`src/rtl/grb_pkg.sv`:
```
// Shared types and constants of the GPIO register block.
`default_nettype none

package grb_pkg;

	localparam int PIN_COUNT_DEF = 54;
	localparam int PIN_COUNT_MAX = 64;

	// Pins at or above this index have no function select field.
	localparam int FSEL_PIN_LIMIT = 60;
	localparam int FSEL_PER_WORD  = 10;
	localparam int FSEL_WIDTH     = 3;
	localparam int PULL_WIDTH     = 2;
	localparam int DATA_WIDTH     = 32;
	localparam int OFFSET_WIDTH   = 6;

	localparam logic [OFFSET_WIDTH-1:0] OFF_FSEL_LAST = 6'd5;
	localparam logic [OFFSET_WIDTH-1:0] OFF_SET_LO    = 6'd7;
	localparam logic [OFFSET_WIDTH-1:0] OFF_SET_HI    = 6'd8;
	localparam logic [OFFSET_WIDTH-1:0] OFF_CLR_LO    = 6'd10;
	localparam logic [OFFSET_WIDTH-1:0] OFF_CLR_HI    = 6'd11;
	localparam logic [OFFSET_WIDTH-1:0] OFF_LEV_LO    = 6'd13;
	localparam logic [OFFSET_WIDTH-1:0] OFF_LEV_HI    = 6'd14;
	localparam logic [OFFSET_WIDTH-1:0] OFF_PULL_CTRL = 6'd37;
	localparam logic [OFFSET_WIDTH-1:0] OFF_PULL_LO   = 6'd38;
	localparam logic [OFFSET_WIDTH-1:0] OFF_PULL_HI   = 6'd39;

	localparam logic FUNC_READ  = 1'b0;
	localparam logic FUNC_WRITE = 1'b1;

	localparam logic [FSEL_WIDTH-1:0] FSEL_INPUT  = 3'd0;
	localparam logic [FSEL_WIDTH-1:0] FSEL_OUTPUT = 3'd1;

	localparam logic [PULL_WIDTH-1:0] PULL_OFF = 2'd0;
	localparam logic [PULL_WIDTH-1:0] PULL_DN  = 2'd1;
	localparam logic [PULL_WIDTH-1:0] PULL_UP  = 2'd2;

	typedef struct packed {
		logic                    func;
		logic [OFFSET_WIDTH-1:0] word_offset;
		logic [DATA_WIDTH-1:0]   write_data;
	} access_t;

endpackage

`default_nettype wire

```
`src/rtl/grb_regfile.sv`:
```
// Register file: pin state, write decode, read mux and next pin control vectors.
`default_nettype none

module grb_regfile #(
	parameter int PIN_COUNT = grb_pkg::PIN_COUNT_DEF
) (
	input  wire                            clk,
	input  wire                            arst_n,
	input  wire                            acc_valid,
	input  wire grb_pkg::access_t          acc,
	input  wire  [PIN_COUNT-1:0]           pads,
	output logic [grb_pkg::DATA_WIDTH-1:0] rd_data,
	output logic [PIN_COUNT-1:0]           latch_nxt,
	output logic [PIN_COUNT-1:0]           oe_nxt,
	output logic [PIN_COUNT-1:0]           up_nxt,
	output logic [PIN_COUNT-1:0]           down_nxt
);

	import grb_pkg::*;

	logic [FSEL_WIDTH-1:0] fsel_q [PIN_COUNT];
	logic [FSEL_WIDTH-1:0] fsel_d [PIN_COUNT];
	logic [PULL_WIDTH-1:0] pull_q [PIN_COUNT];
	logic [PULL_WIDTH-1:0] pull_d [PIN_COUNT];
	logic [PIN_COUNT-1:0]  latch_q;
	logic [PULL_WIDTH-1:0] pull_ctrl_q;
	logic [PULL_WIDTH-1:0] pull_ctrl_d;
	logic [PIN_COUNT-1:0]  oe_cur;
	logic [PIN_COUNT-1:0]  level;
	logic [PIN_COUNT_MAX-1:0] level_ext;
	logic [PIN_COUNT_MAX-1:0] data_lo;
	logic [PIN_COUNT_MAX-1:0] data_hi;
	logic [PIN_COUNT_MAX-1:0] pull_sel;
	logic [DATA_WIDTH-1:0] rd_fsel;
	logic                  wr;
	logic                  rd;

	assign wr = acc_valid && (acc.func == FUNC_WRITE);
	assign rd = acc_valid && (acc.func == FUNC_READ);

	assign data_lo = PIN_COUNT_MAX'(acc.write_data);
	assign data_hi = {acc.write_data, {(PIN_COUNT_MAX-DATA_WIDTH){1'b0}}};

	always_comb begin
		for (int p = 0; p < PIN_COUNT; p++) begin
			oe_cur[p] = (fsel_q[p] == FSEL_OUTPUT);
		end
	end

	assign level     = (latch_q & oe_cur) | (pads & ~oe_cur);
	assign level_ext = PIN_COUNT_MAX'(level);

	// function select readback, one 3-bit field per pin in the addressed word
	always_comb begin
		rd_fsel = '0;
		for (int p = 0; p < PIN_COUNT; p++) begin
			if (p < FSEL_PIN_LIMIT && acc.word_offset == OFFSET_WIDTH'(p / FSEL_PER_WORD)) begin
				rd_fsel[FSEL_WIDTH*(p % FSEL_PER_WORD) +: FSEL_WIDTH] = fsel_q[p];
			end
		end
	end

	always_comb begin
		rd_data = '0;
		if (rd) begin
			if (acc.word_offset <= OFF_FSEL_LAST) begin
				rd_data = rd_fsel;
			end else if (acc.word_offset == OFF_LEV_LO) begin
				rd_data = level_ext[DATA_WIDTH-1:0];
			end else if (acc.word_offset == OFF_LEV_HI) begin
				rd_data = level_ext[PIN_COUNT_MAX-1:DATA_WIDTH];
			end else if (acc.word_offset == OFF_PULL_CTRL) begin
				rd_data = DATA_WIDTH'(pull_ctrl_q);
			end
		end
	end

	always_comb begin
		latch_nxt   = latch_q;
		pull_ctrl_d = pull_ctrl_q;
		if (wr) begin
			case (acc.word_offset)
				OFF_SET_LO:    latch_nxt = latch_q | data_lo[PIN_COUNT-1:0];
				OFF_SET_HI:    latch_nxt = latch_q | data_hi[PIN_COUNT-1:0];
				OFF_CLR_LO:    latch_nxt = latch_q & ~data_lo[PIN_COUNT-1:0];
				OFF_CLR_HI:    latch_nxt = latch_q & ~data_hi[PIN_COUNT-1:0];
				OFF_PULL_CTRL: pull_ctrl_d = acc.write_data[PULL_WIDTH-1:0];
				default: begin
					latch_nxt = latch_q;
				end
			endcase
		end
	end

	always_comb begin
		pull_sel = '0;
		if (wr && acc.word_offset == OFF_PULL_LO) begin
			pull_sel = data_lo;
		end else if (wr && acc.word_offset == OFF_PULL_HI) begin
			pull_sel = data_hi;
		end
	end

	always_comb begin
		for (int p = 0; p < PIN_COUNT; p++) begin
			fsel_d[p] = fsel_q[p];
			pull_d[p] = pull_sel[p] ? pull_ctrl_q : pull_q[p];
			if (wr && p < FSEL_PIN_LIMIT && acc.word_offset == OFFSET_WIDTH'(p / FSEL_PER_WORD)) begin
				fsel_d[p] = acc.write_data[FSEL_WIDTH*(p % FSEL_PER_WORD) +: FSEL_WIDTH];
			end
			oe_nxt[p]   = (fsel_d[p] == FSEL_OUTPUT);
			up_nxt[p]   = (pull_d[p] == PULL_UP);
			down_nxt[p] = (pull_d[p] == PULL_DN);
		end
	end

	always_ff @(posedge clk or negedge arst_n) begin
		if (!arst_n) begin
			latch_q     <= '0;
			pull_ctrl_q <= PULL_OFF;
			for (int p = 0; p < PIN_COUNT; p++) begin
				fsel_q[p] <= FSEL_INPUT;
				pull_q[p] <= PULL_OFF;
			end
		end else begin
			latch_q     <= latch_nxt;
			pull_ctrl_q <= pull_ctrl_d;
			for (int p = 0; p < PIN_COUNT; p++) begin
				fsel_q[p] <= fsel_d[p];
				pull_q[p] <= pull_d[p];
			end
		end
	end

endmodule

`default_nettype wire

```
`src/rtl/gpio_register_block.sv`:
```
// Top level of the GPIO register block: access register, register file, result register.
`default_nettype none

// One register access per transaction, accepted on any cycle where start is high; busy is
// always low, so a new transaction may follow in every cycle. The access is captured in an
// input register and decoded against the pin state the next cycle; its result is on the
// outputs in the cycle after that, with done high for exactly that one cycle. Results cannot
// be stalled. read_data is zero for writes; the pin control outputs show the state after the
// access, and a following transaction sees the updated state.
module gpio_register_block #(
	parameter int PIN_COUNT = grb_pkg::PIN_COUNT_DEF
) (
	input  wire                              clk,
	input  wire                              arst_n,
	input  wire                              start,
	output logic                             busy,
	input  wire                              func,
	input  wire  [grb_pkg::OFFSET_WIDTH-1:0] word_offset,
	input  wire  [grb_pkg::DATA_WIDTH-1:0]   write_data,
	input  wire  [PIN_COUNT-1:0]             pad_levels,
	output logic                             done,
	output logic [grb_pkg::DATA_WIDTH-1:0]   read_data,
	output logic [PIN_COUNT-1:0]             drive_levels,
	output logic [PIN_COUNT-1:0]             drive_enables,
	output logic [PIN_COUNT-1:0]             pull_up_enables,
	output logic [PIN_COUNT-1:0]             pull_dn_enables
);

	import grb_pkg::*;

	logic                  valid_s1;
	access_t               acc_s1;
	logic [PIN_COUNT-1:0]  pads_s1;
	logic [DATA_WIDTH-1:0] rd_data;
	logic [PIN_COUNT-1:0]  latch_nxt;
	logic [PIN_COUNT-1:0]  oe_nxt;
	logic [PIN_COUNT-1:0]  up_nxt;
	logic [PIN_COUNT-1:0]  down_nxt;
	logic                  done_s2;
	logic [DATA_WIDTH-1:0] rd_s2;
	logic [PIN_COUNT-1:0]  lev_s2;
	logic [PIN_COUNT-1:0]  oe_s2;
	logic [PIN_COUNT-1:0]  up_s2;
	logic [PIN_COUNT-1:0]  down_s2;

	assign busy = 1'b0;

	always_ff @(posedge clk or negedge arst_n) begin
		if (!arst_n) begin
			valid_s1 <= 1'b0;
		end else begin
			valid_s1 <= start && !busy;
		end
	end

	always_ff @(posedge clk) begin
		if (start && !busy) begin
			acc_s1.func        <= func;
			acc_s1.word_offset <= word_offset;
			acc_s1.write_data  <= write_data;
			pads_s1            <= pad_levels;
		end
	end

	grb_regfile #(
		.PIN_COUNT(PIN_COUNT)
	) u_regfile (
		.clk       (clk),
		.arst_n    (arst_n),
		.acc_valid (valid_s1),
		.acc       (acc_s1),
		.pads      (pads_s1),
		.rd_data   (rd_data),
		.latch_nxt (latch_nxt),
		.oe_nxt    (oe_nxt),
		.up_nxt    (up_nxt),
		.down_nxt  (down_nxt)
	);

	always_ff @(posedge clk or negedge arst_n) begin
		if (!arst_n) begin
			done_s2 <= 1'b0;
		end else begin
			done_s2 <= valid_s1;
		end
	end

	always_ff @(posedge clk) begin
		if (valid_s1) begin
			rd_s2   <= rd_data;
			lev_s2  <= latch_nxt;
			oe_s2   <= oe_nxt;
			up_s2   <= up_nxt;
			down_s2 <= down_nxt;
		end
	end

	assign done            = done_s2;
	assign read_data       = rd_s2;
	assign drive_levels    = lev_s2;
	assign drive_enables   = oe_s2;
	assign pull_up_enables = up_s2;
	assign pull_dn_enables = down_s2;

endmodule

`default_nettype wire

```
`config.mk`:
```
export PLATFORM = sky130hd
export DESIGN_NAME = gpio_register_block
export DESIGN_NICKNAME = d
export VERILOG_FILES = /design/src/rtl/grb_pkg.sv /design/src/rtl/grb_regfile.sv /design/src/rtl/gpio_register_block.sv
export SDC_FILE = /design/constraint.sdc
export NUM_CORES = 1
export LEC_CHECK = 0
export BUFFER_PORTS_ARGS = -buffer_cell sky130_fd_sc_hd__buf_2
export CORE_AREA = 2 2 253 255
export CTS_BUF_LIST = sky130_fd_sc_hd__clkbuf_16
export CTS_CLUSTER_DIAMETER = 40
export CTS_CLUSTER_SIZE = 40
export DETAILED_ROUTE_END_ITERATION = 16
export DIE_AREA = 0 0 255 257
export SYNTH_ARGS = -nofsm -noshare
export SYNTH_HDL_FRONTEND = slang
export SYNTH_HIERARCHICAL = 1
export SYNTH_SLANG_ARGS = --single-unit
```
`constraint.sdc`:
```
create_clock -name clk -period 10.5 [get_ports clk]
set_clock_uncertainty 0.2 [all_clocks]
set_input_delay 0.525 -clock clk [delete_from_list [all_inputs] [get_ports clk]]
set_output_delay 0.525 -clock clk [all_outputs]
set_load 0.01 [all_outputs]
```
# --- Word level (Yosys, flattened, before mapping) ---
# Cells that the tools add are included.
classes:
  n_lt_le_gt_ge: 1
  eq_ne: 230
  mux: 170
  n_bitwise: 12
  n_reduce_logical: 13
op_table:
  columns: ["operator", "n"]
  rows:
  - ["3-bit by 1-bit equality test with 1-bit output (second input constant)", 108]
  - ["3-bit two-way mux", 108]
  - ["54-bit bitwise AND", 4]
  - ["54-bit case mux with 4 select lines", 1]
  - ["54-bit two-way mux", 3]
  - ["2-bit two-way mux", 55]
  - ["2-bit by 1-bit equality test with 1-bit output (second input constant)", 54]
  - ["2-bit equality test (second input constant)", 54]
  - ["54-bit NOT", 2]
  - ["54-bit OR", 2]
  - ["32-bit two-way mux", 2]
  - ["32-bit NOT with 54-bit output", 1]
  - ["54-bit by 32-bit OR with 54-bit output", 1]
  - ["6-bit by 4-bit equality test with 1-bit output (second input constant)", 5]
  - ["30-bit two-way mux", 1]
  - ["6-bit by 3-bit equality test with 1-bit output (second input constant)", 3]
  - ["6-bit equality test (second input constant)", 3]
  - ["6-bit by 2-bit equality test with 1-bit output (second input constant)", 2]
  - ["1-bit logical AND", 10]
  - ["6-bit by 1-bit equality test with 1-bit output (second input constant)", 1]
  - ["6-bit by 3-bit less-or-equal comparator with 1-bit output (second input constant)", 1]
  - ["6-bit zero test", 1]
  - ["1-bit NOT", 2]
  - ["2-bit AND reduction", 1]
  - ["2-bit OR reduction", 1]
word_totals:
  reg_bits: 669
  out_inout_bits: 250
  wordCells: 548

# --- Depth between registers and ports, before layout ---
# Gate-level depths: netlist of the first run.
logic_depth:
  ltp_word: 8
  depth_mapped: 7

# --- Hierarchy ---
# Netlist of the first run, hierarchy kept.
by_module_without_submodules:
  columns: ["mod", "n_inst", "cells_per_inst", "area_per_inst_um2", "seq_area_each_um2"]
  rows:
  - ["grb_regfile", 1, 1561, 17809.6, 8157.8]
  - ["gpio_register_block", 1, 345, 10301.1, 10289.9]

# --- Least setup slack after synthesis of the first run ---
# Ideal clock, no wire load.
synth_timing:
  kind: "reg-to-reg"
  from: "register valid_s1"
  to: "register u_regfile/pull_q[56] (netlist bit)"
  arrival_ns: 7.764
  t_required_ns: 10.172
  slack_ns: 2.408
  stages_incl_launch_ff: 6
  path_buffers: 1
  cell_sequence: "dfrtp_1 > nand2_1 > nor4b_2 > buf_2 > nand2_1 > mux2_1"
synth_lines:
  columns: ["item", "line_no", "rtl"]
  rows:
  - ["start: declaration", "gpio_register_block.sv:31", "logic valid_s1;"]
  - ["start signal: assignment", "gpio_register_block.sv:52", "valid_s1 <= start && !busy;"]
  - ["end signal: indexed assignment", "grb_regfile.sv:130", "pull_q[p] <= pull_d[p];"]
  - ["end: declaration", "grb_regfile.sv:23", "logic [PULL_WIDTH-1:0] pull_q [PIN_COUNT];"]

# --- Worst setup path after layout of the first run ---
layout_timing:
  from: "register valid_s1"
  to: "register lev_s2[12], in the netlist drive_levels[12] (data pin)"
layout_between:
  elab_chain_cells: 2
layout_rtl:
  columns: ["item", "line_no", "rtl"]
  rows:
  - ["1-bit logical AND", "grb_regfile.sv:38", "assign wr = acc_valid && (acc.func == FUNC_WRITE);"]
  - ["54-bit two-way mux", "grb_regfile.sv:81", "if (wr) begin"]
  - ["via latch_nxt[12]", "gpio_register_block.sv:35", "logic [PIN_COUNT-1:0] latch_nxt;"]
  - ["end signal: assignment", "gpio_register_block.sv:91", "lev_s2 <= latch_nxt;"]
  - ["end: declaration", "gpio_register_block.sv:41", "logic [PIN_COUNT-1:0] lev_s2;"]
# The timed path passes the listed nets, and every way through them passes these cells.
# A chain may end at the register's enable or synchronous reset.

==> metrics.csv, run 1 <==
metric;value;unit
Crit Path Max Fanout;72;
initial antenna violation count;4;
Max Freq;256.1;MHz
pwr dens;207.5;nW/um^2
most common cell after layout, fill and taps aside;buf_2;
unique cell type count in the Yosys netlist;45;
RePlAce Congestion;0.8030;
Vias;18281;
critical path startpoint category;flop;
Final Hold Viols;0;
worst slack, placed;6593;ps
TritonCTS Buffers;106;
Crit Path Class;flop to flop;
final core occ;0.5643;
clock buffer depth;3;
Ys Warns;6;
RSZ-0062 raised after global routing;false;
fin crit share;0.3719;
die width;255;microns
Via density;5.557;
final wirelength;83930;microns
Post-Syn Instances;1906;
clk root buf;clkbuf_16;
cell leakage power;15.81;nW
starting density of the core;0.4481;
outcome;complete, no violations;
die area;65540;sq um
Total GRT Usage;0.2583;
Post-synth EDFFs;341;
Post-Syn Nets;2002;
CTS tree;built;
HP Class;input pin to flop;
Synth Cell Area;28110;sq um
Rel. slew slack;0.1773;
leading cell types in the layout, fill and taps excluded;342 x buf_2, 341 x edfxtp_1, 325 x dfrtp_1;
max-slew violation count;0;
Port Buffers;344;
worst skew pair latency;650;ps
syn_area_per_cell;14.75;sq um
Detailed Route Iter0 Violations;1405;
clock slew at reported path FFs;60;ps
Slew @ Worst Pin;1232;ps
dpl cell area;30700;sq um
ys async rst share;0.4903;
worst IR drop on VDD;0.0001316;V
sequential element share of the synthesized area;0.6563;
Worst EP required;10690;ps
crit path DAT;4090;ps
Final Setup Violations;0;
antenna viol nets, final;0;
post-cts repair resize count;0;
Core Region;62740;sq um
WHS;250.5;ps
share of cells above drive strength 1;0.3208;
drt drc;0;
fin area;35400;sq um
vias in the first global route;19255;
Layout area overhead;25.94;%
first-pass GRT wire length;124500;microns
NumNets Final;2445;
placed cell count;2993;
post-route setup TNS;0;ps
Tmin final;3905;ps
clk sink count;669;
final instance count without filler cells;3290;
final setup margin;6595;ps
post-CTS setup buffer count;0;
prevailing post-synth register cell;edfxtp_1;
Max Cap Violations;0;
Yosys reg bits;669;
top-level I/O count;346;
DP HPWL;54510;microns
total grt overflow;0;
FP Rows;92;
H-tree depth;3;
Crit. End Element;flop;
largest net degree at the start of global routing;106;
Final Power;7.345;mW
Fill cells;5030;
die height;257;microns
routed len/inst;25.51;microns
drt first pass iters;7;
## worst max-delay path, cell delays in order, from the launching register on
cell	delay (ps)
dfrtp_4	770
buf_4	840
and2_1	440
and3_2	860
o21ai_0	200
a22o_1	310
## synthesized netlist by cell type, types with 40 or more instances
cell type	number	area share
a221oi_1	40	0.012
a22o_1	54	0.017
clkbuf_1	98	0.013
dfrtp_1	328	0.29
edfxtp_1	341	0.36
mux2_1	148	0.059
mux2_2	174	0.070
mux2i_1	122	0.043
nand2_1	143	0.019
nand2b_1	112	0.025
nor3b_1	50	0.013
o21ai_0	107	0.019
## cell families (layout without fill, tap and decap cells)
family | Yosys count | in the layout | synth area share
compound gates | 265 | 265 | 0.06472
simple gates | 374 | 374 | 0.07273
other cells | 1 | 4 | 0.0001334
buf+inv | 135 | 670 | 0.01932
flops | 669 | 669 | 0.6563
mux | 462 | 462 | 0.1869
## worst paths after layout
path                       slack [ps]                      startpoint  depth (start not counted)                              to
setup / recovery                 6590              valid_s1$_DFF_PN0_                          5      drive_levels[12]$_DFFE_PP_
hold / removal                    250                           start                          1              valid_s1$_DFF_PN0_
setup reg to reg                 6590              valid_s1$_DFF_PN0_                          5      drive_levels[12]$_DFFE_PP_
hold reg to reg                   310  u_regfile/fsel_q[90]$_DFF_PN0_                          1  u_regfile/fsel_q[90]$_DFF_PN0_
max in group asynchronous        7220                          arst_n                          4  u_regfile/pull_q[77]$_DFF_PN0_
min in group asynchronous         330                          arst_n                          2                  done$_DFF_PN0_
## power breakdown
part,internal [mW],switching [mW]
clock network,2.23,1.40
logic,0.236,0.332
registers,2.98,0.162
## state kept, by name (all words and copies together) (netlist names)
name	cells
done	1
drive_enables	54
valid_s1	1
pull_dn_enables	54
acc_s1	39
pull_up_enables	54
drive_levels	54
u_regfile/pull_ctrl_q	2
u_regfile/fsel_q	162
u_regfile/latch_q	54
u_regfile/pull_q	108
read_data	32
pads_s1	54
## cell type report
type | count | area, sq um | share of cell area
diodes | 3 | 7.507 | 0.0002120
clock buffers | 109 | 2728 | 0.07704
clock inverters | 91 | 1028 | 0.02905
multi-input cells | 1102 | 9213 | 0.2602
flip-flops and latches | 669 | 18450 | 0.5212
well taps | 846 | 1059 | 0.02990
repair buffers | 470 | 2915 | 0.08234
## timing repair
| item | 4_1_cts | 5_1_grt |
|---|---|---|
| hold buffers | 94 | 0 |
| hold endpoints to repair | 196 | 0 |
| endpoints found under the setup margin | 0 | 0 |
## routing by layer
metal / routed length, microns / vias to the layer above / global-route usage
li1: - / 8086 / -
met1: 35820 / 9414 / 0.3499
met2: 39350 / 643 / 0.4036
met3: 5998 / 136 / 0.06727
met4: 2742 / 2 / 0.08934
met5: 13 / - / 0
(Power assumes the default switching activity.)
==> run 2: changes to the inputs <==
- PLACE_DENSITY: default -> 0.67
- clock period: 10.5 -> 3.5 ns (I/O delays scaled with it)
==> metrics.csv, run 2 (same netlist as run 1, synthesis figures left out) <==
metric;value;unit;change
outcome;complete, no violations;;
origin of the worst min-delay path;write_data[13];;
Total GRT Usage;0.2575;;-0.0008109
Crit Path Class;flop to flop;;
crit path DAT;3420;ps;-670 ps
final wirelength;84520;microns;+0.71%
fin crit share;0.9266;;+0.5547
vias in the first global route;19357;;+0.53%
worst skew pair latency;650;ps;about the same
clk sink count;669;;unchanged
max-slew violation count;0;;unchanged
register with the most flip-flops;u_regfile/fsel_q;;
die width;255;microns;unchanged
reg2reg end;read_data[19]$_DFFE_PP_;;
worst IR drop on VDD;0.0004089;V;+210%
NumNets Final;2481;;+1.5%
leading cell types in the layout, fill and taps excluded;342 x buf_2, 341 x edfxtp_1, 325 x dfrtp_1;;
Max Cap Violations;0;;unchanged
RSZ-0062 raised after global routing;false;;
RePlAce Congestion;0.8783;;+9.4%
post-route setup TNS;0;ps;unchanged
CP peak stage delay;750;ps;-110 ps
Crit Path Max Fanout;28;;-61%
final instance count without filler cells;3325;;+1.1%
final core occ;0.5685;;+0.004168
worst r2r src;acc_s1[37]$_DFFE_PP_;;
total grt overflow;0;;unchanged
clock buffer depth;3;;unchanged
drt drc;0;;unchanged
clk root buf;clkbuf_16;;
Clk pwr share;0.482;;-0.013
Detailed Route Iter0 Violations;1497;;+6.5%
WHS Path Cells;2;;+1
Largest register FFs;162;;unchanged
Layout area overhead;26.88;%;
initial antenna violation count;9;;+5
antenna viol nets, final;0;;unchanged
NetSw;5.468;mW;+190%
dpl cell area;31080;sq um;+1.2%
Via density;5.598;;+0.74%
FF-to-FF path depth;4;;-1
slowest stage cell, crit path;nor2_4;;
CP bufs+invs;0;;-1
Slew @ Worst Pin;1099;ps;-132.3 ps
CP top delay family;simple AND/OR/NAND/NOR gates;;
die height;257;microns;unchanged
Comb pwr share;0.083;;+0.006
R2R setup slack;260;ps;-6340 ps
Worst EP required;3680;ps;-7010 ps
placed cell count;3029;;+1.2%
clock slew at reported path FFs;60;ps;about the same
top-level I/O count;346;;unchanged
FP Rows;92;;unchanged
Final Power;21.65;mW;+190%
critical-path cell list;or4b_4 -> nor2_4 -> a221oi_1 -> a211oi_1;;
most common cell after layout, fill and taps aside;buf_2;;
HP Class;input pin to flop;;
Port Buffers;344;;unchanged
Pint;16.18;mW;+200%
routed len/inst;25.42;microns;-0.35%
cell leakage power;15.97;nW;+0.98%
largest net degree at the start of global routing;127;;+20%
Vias;18612;;+1.8%
first-pass GRT wire length;124600;microns;about the same
Tmin final;3243;ps;-662.3 ps
fin area;35670;sq um;+0.74%
DP HPWL;55220;microns;+1.3%
die area;65540;sq um;unchanged
Final Hold Viols;0;;unchanged
Max Freq;308.4;MHz;+20%
H-tree depth;3;;unchanged
Core Region;62740;sq um;unchanged
TritonCTS Buffers;103;;-2.8%
Rel. slew slack;0.2671;;+0.08987
Crit. End Element;flop;;
Final Setup Violations;0;;unchanged
CTS tree;built;;
drt first pass iters;5;;-2
critical path startpoint category;flop;;
pwr dens;607.0;nW/um^2;+190%
Switching Fraction;0.2526;;-0.005493
share of cells above drive strength 1;0.3298;;+0.009060
sequential power share;0.435;;+0.007
Top Registers;u_regfile/fsel_q x162, u_regfile/pull_q x108;;
starting density of the core;0.4481;;unchanged
Hold Crit Endpoint;acc_s1[13]$_DFFE_PP_;;
-- run 2: cell types whose count changed in the layout (fill, tap and decap cells not counted), sizes merged --
cell         delta
dlygate4sd3     +2
buf            +37
diode           +2
clkinvlp        +6
clkbuf          -2
inv            -14
clkinv          +4
-- run 2: cell type report --
class / count / area, sq um
Clock buffer: 107 / 2678
Antenna cell: 5 / 12.51
Multi-Input combinational cell: 1102 / 9231
Sequential cell: 669 / 18450
Fill cell: 4990 / 27070
Timing Repair Buffer: 509 / 3321
Tap cell: 846 / 1059
Clock inverter: 87 / 910.9
-- run 2: worst max-delay path by stage --
stage,startpoint,end,slack (ps),depth (start not counted)
finish,acc_s1[37]$_DFFE_PP_,read_data[19]$_DFFE_PP_,260,4
global route,acc_s1[37]$_DFFE_PP_,read_data[19]$_DFFE_PP_,200,4
CTS,acc_s1[37]$_DFFE_PP_,read_data[19]$_DFFE_PP_,350,4
detailed placement,acc_s1[37]$_DFFE_PP_,read_data[19]$_DFFE_PP_,370,4
global placement,acc_s1[37]$_DFFE_PP_,read_data[19]$_DFFE_PP_,460,4
floorplan,valid_s1$_DFF_PN0_,u_regfile/pull_q[102]$_DFF_PN0_,-450,5
-- run 2: power groups by stage --
| stage | clock (mW) | combinational, mW | sequential (mW) |
|---|---|---|---|
| floorplan | 0 | 0.820 | 9.45 |
| global placement | 0 | 1.67 | 9.53 |
| detailed placement | 0 | 1.70 | 9.54 |
| CTS | 10.6 | 1.80 | 9.41 |
| global route | 11.0 | 1.92 | 9.48 |
| finish | 10.4 | 1.80 | 9.41 |
-- run 2: timing repair --
item / in CTS / in global routing
buffers inserted: 0 / 0
gates resized for setup: 0 / 0
hold buffers: 97 / 0
hold endpoints to repair: 467 / 0
-- run 2: stage by stage --
| step | hold WS, ps | setup slack [ps] |
|---|---|---|
| floorplan | -320.6 | -453.5 |
| global placement | 6.642 | 462.1 |
| detailed placement | 20.84 | 366.5 |
| CTS | 0.1543 | 350.2 |
| global route | 29.86 | 201.8 |
| finish | 36.89 | 256.9 |
-- run 2: layer usage --
| metal | vias to the layer above | track usage | share of wire |
|---|---|---|---|
| li1 | 8159 | - | - |
| met1 | 9538 | 0.3456 | 0.42 |
| met2 | 742 | 0.4024 | 0.47 |
| met3 | 167 | 0.06686 | 0.081 |
| met4 | 6 | 0.09698 | 0.033 |
| met5 | - | 0 | 0.00033 |
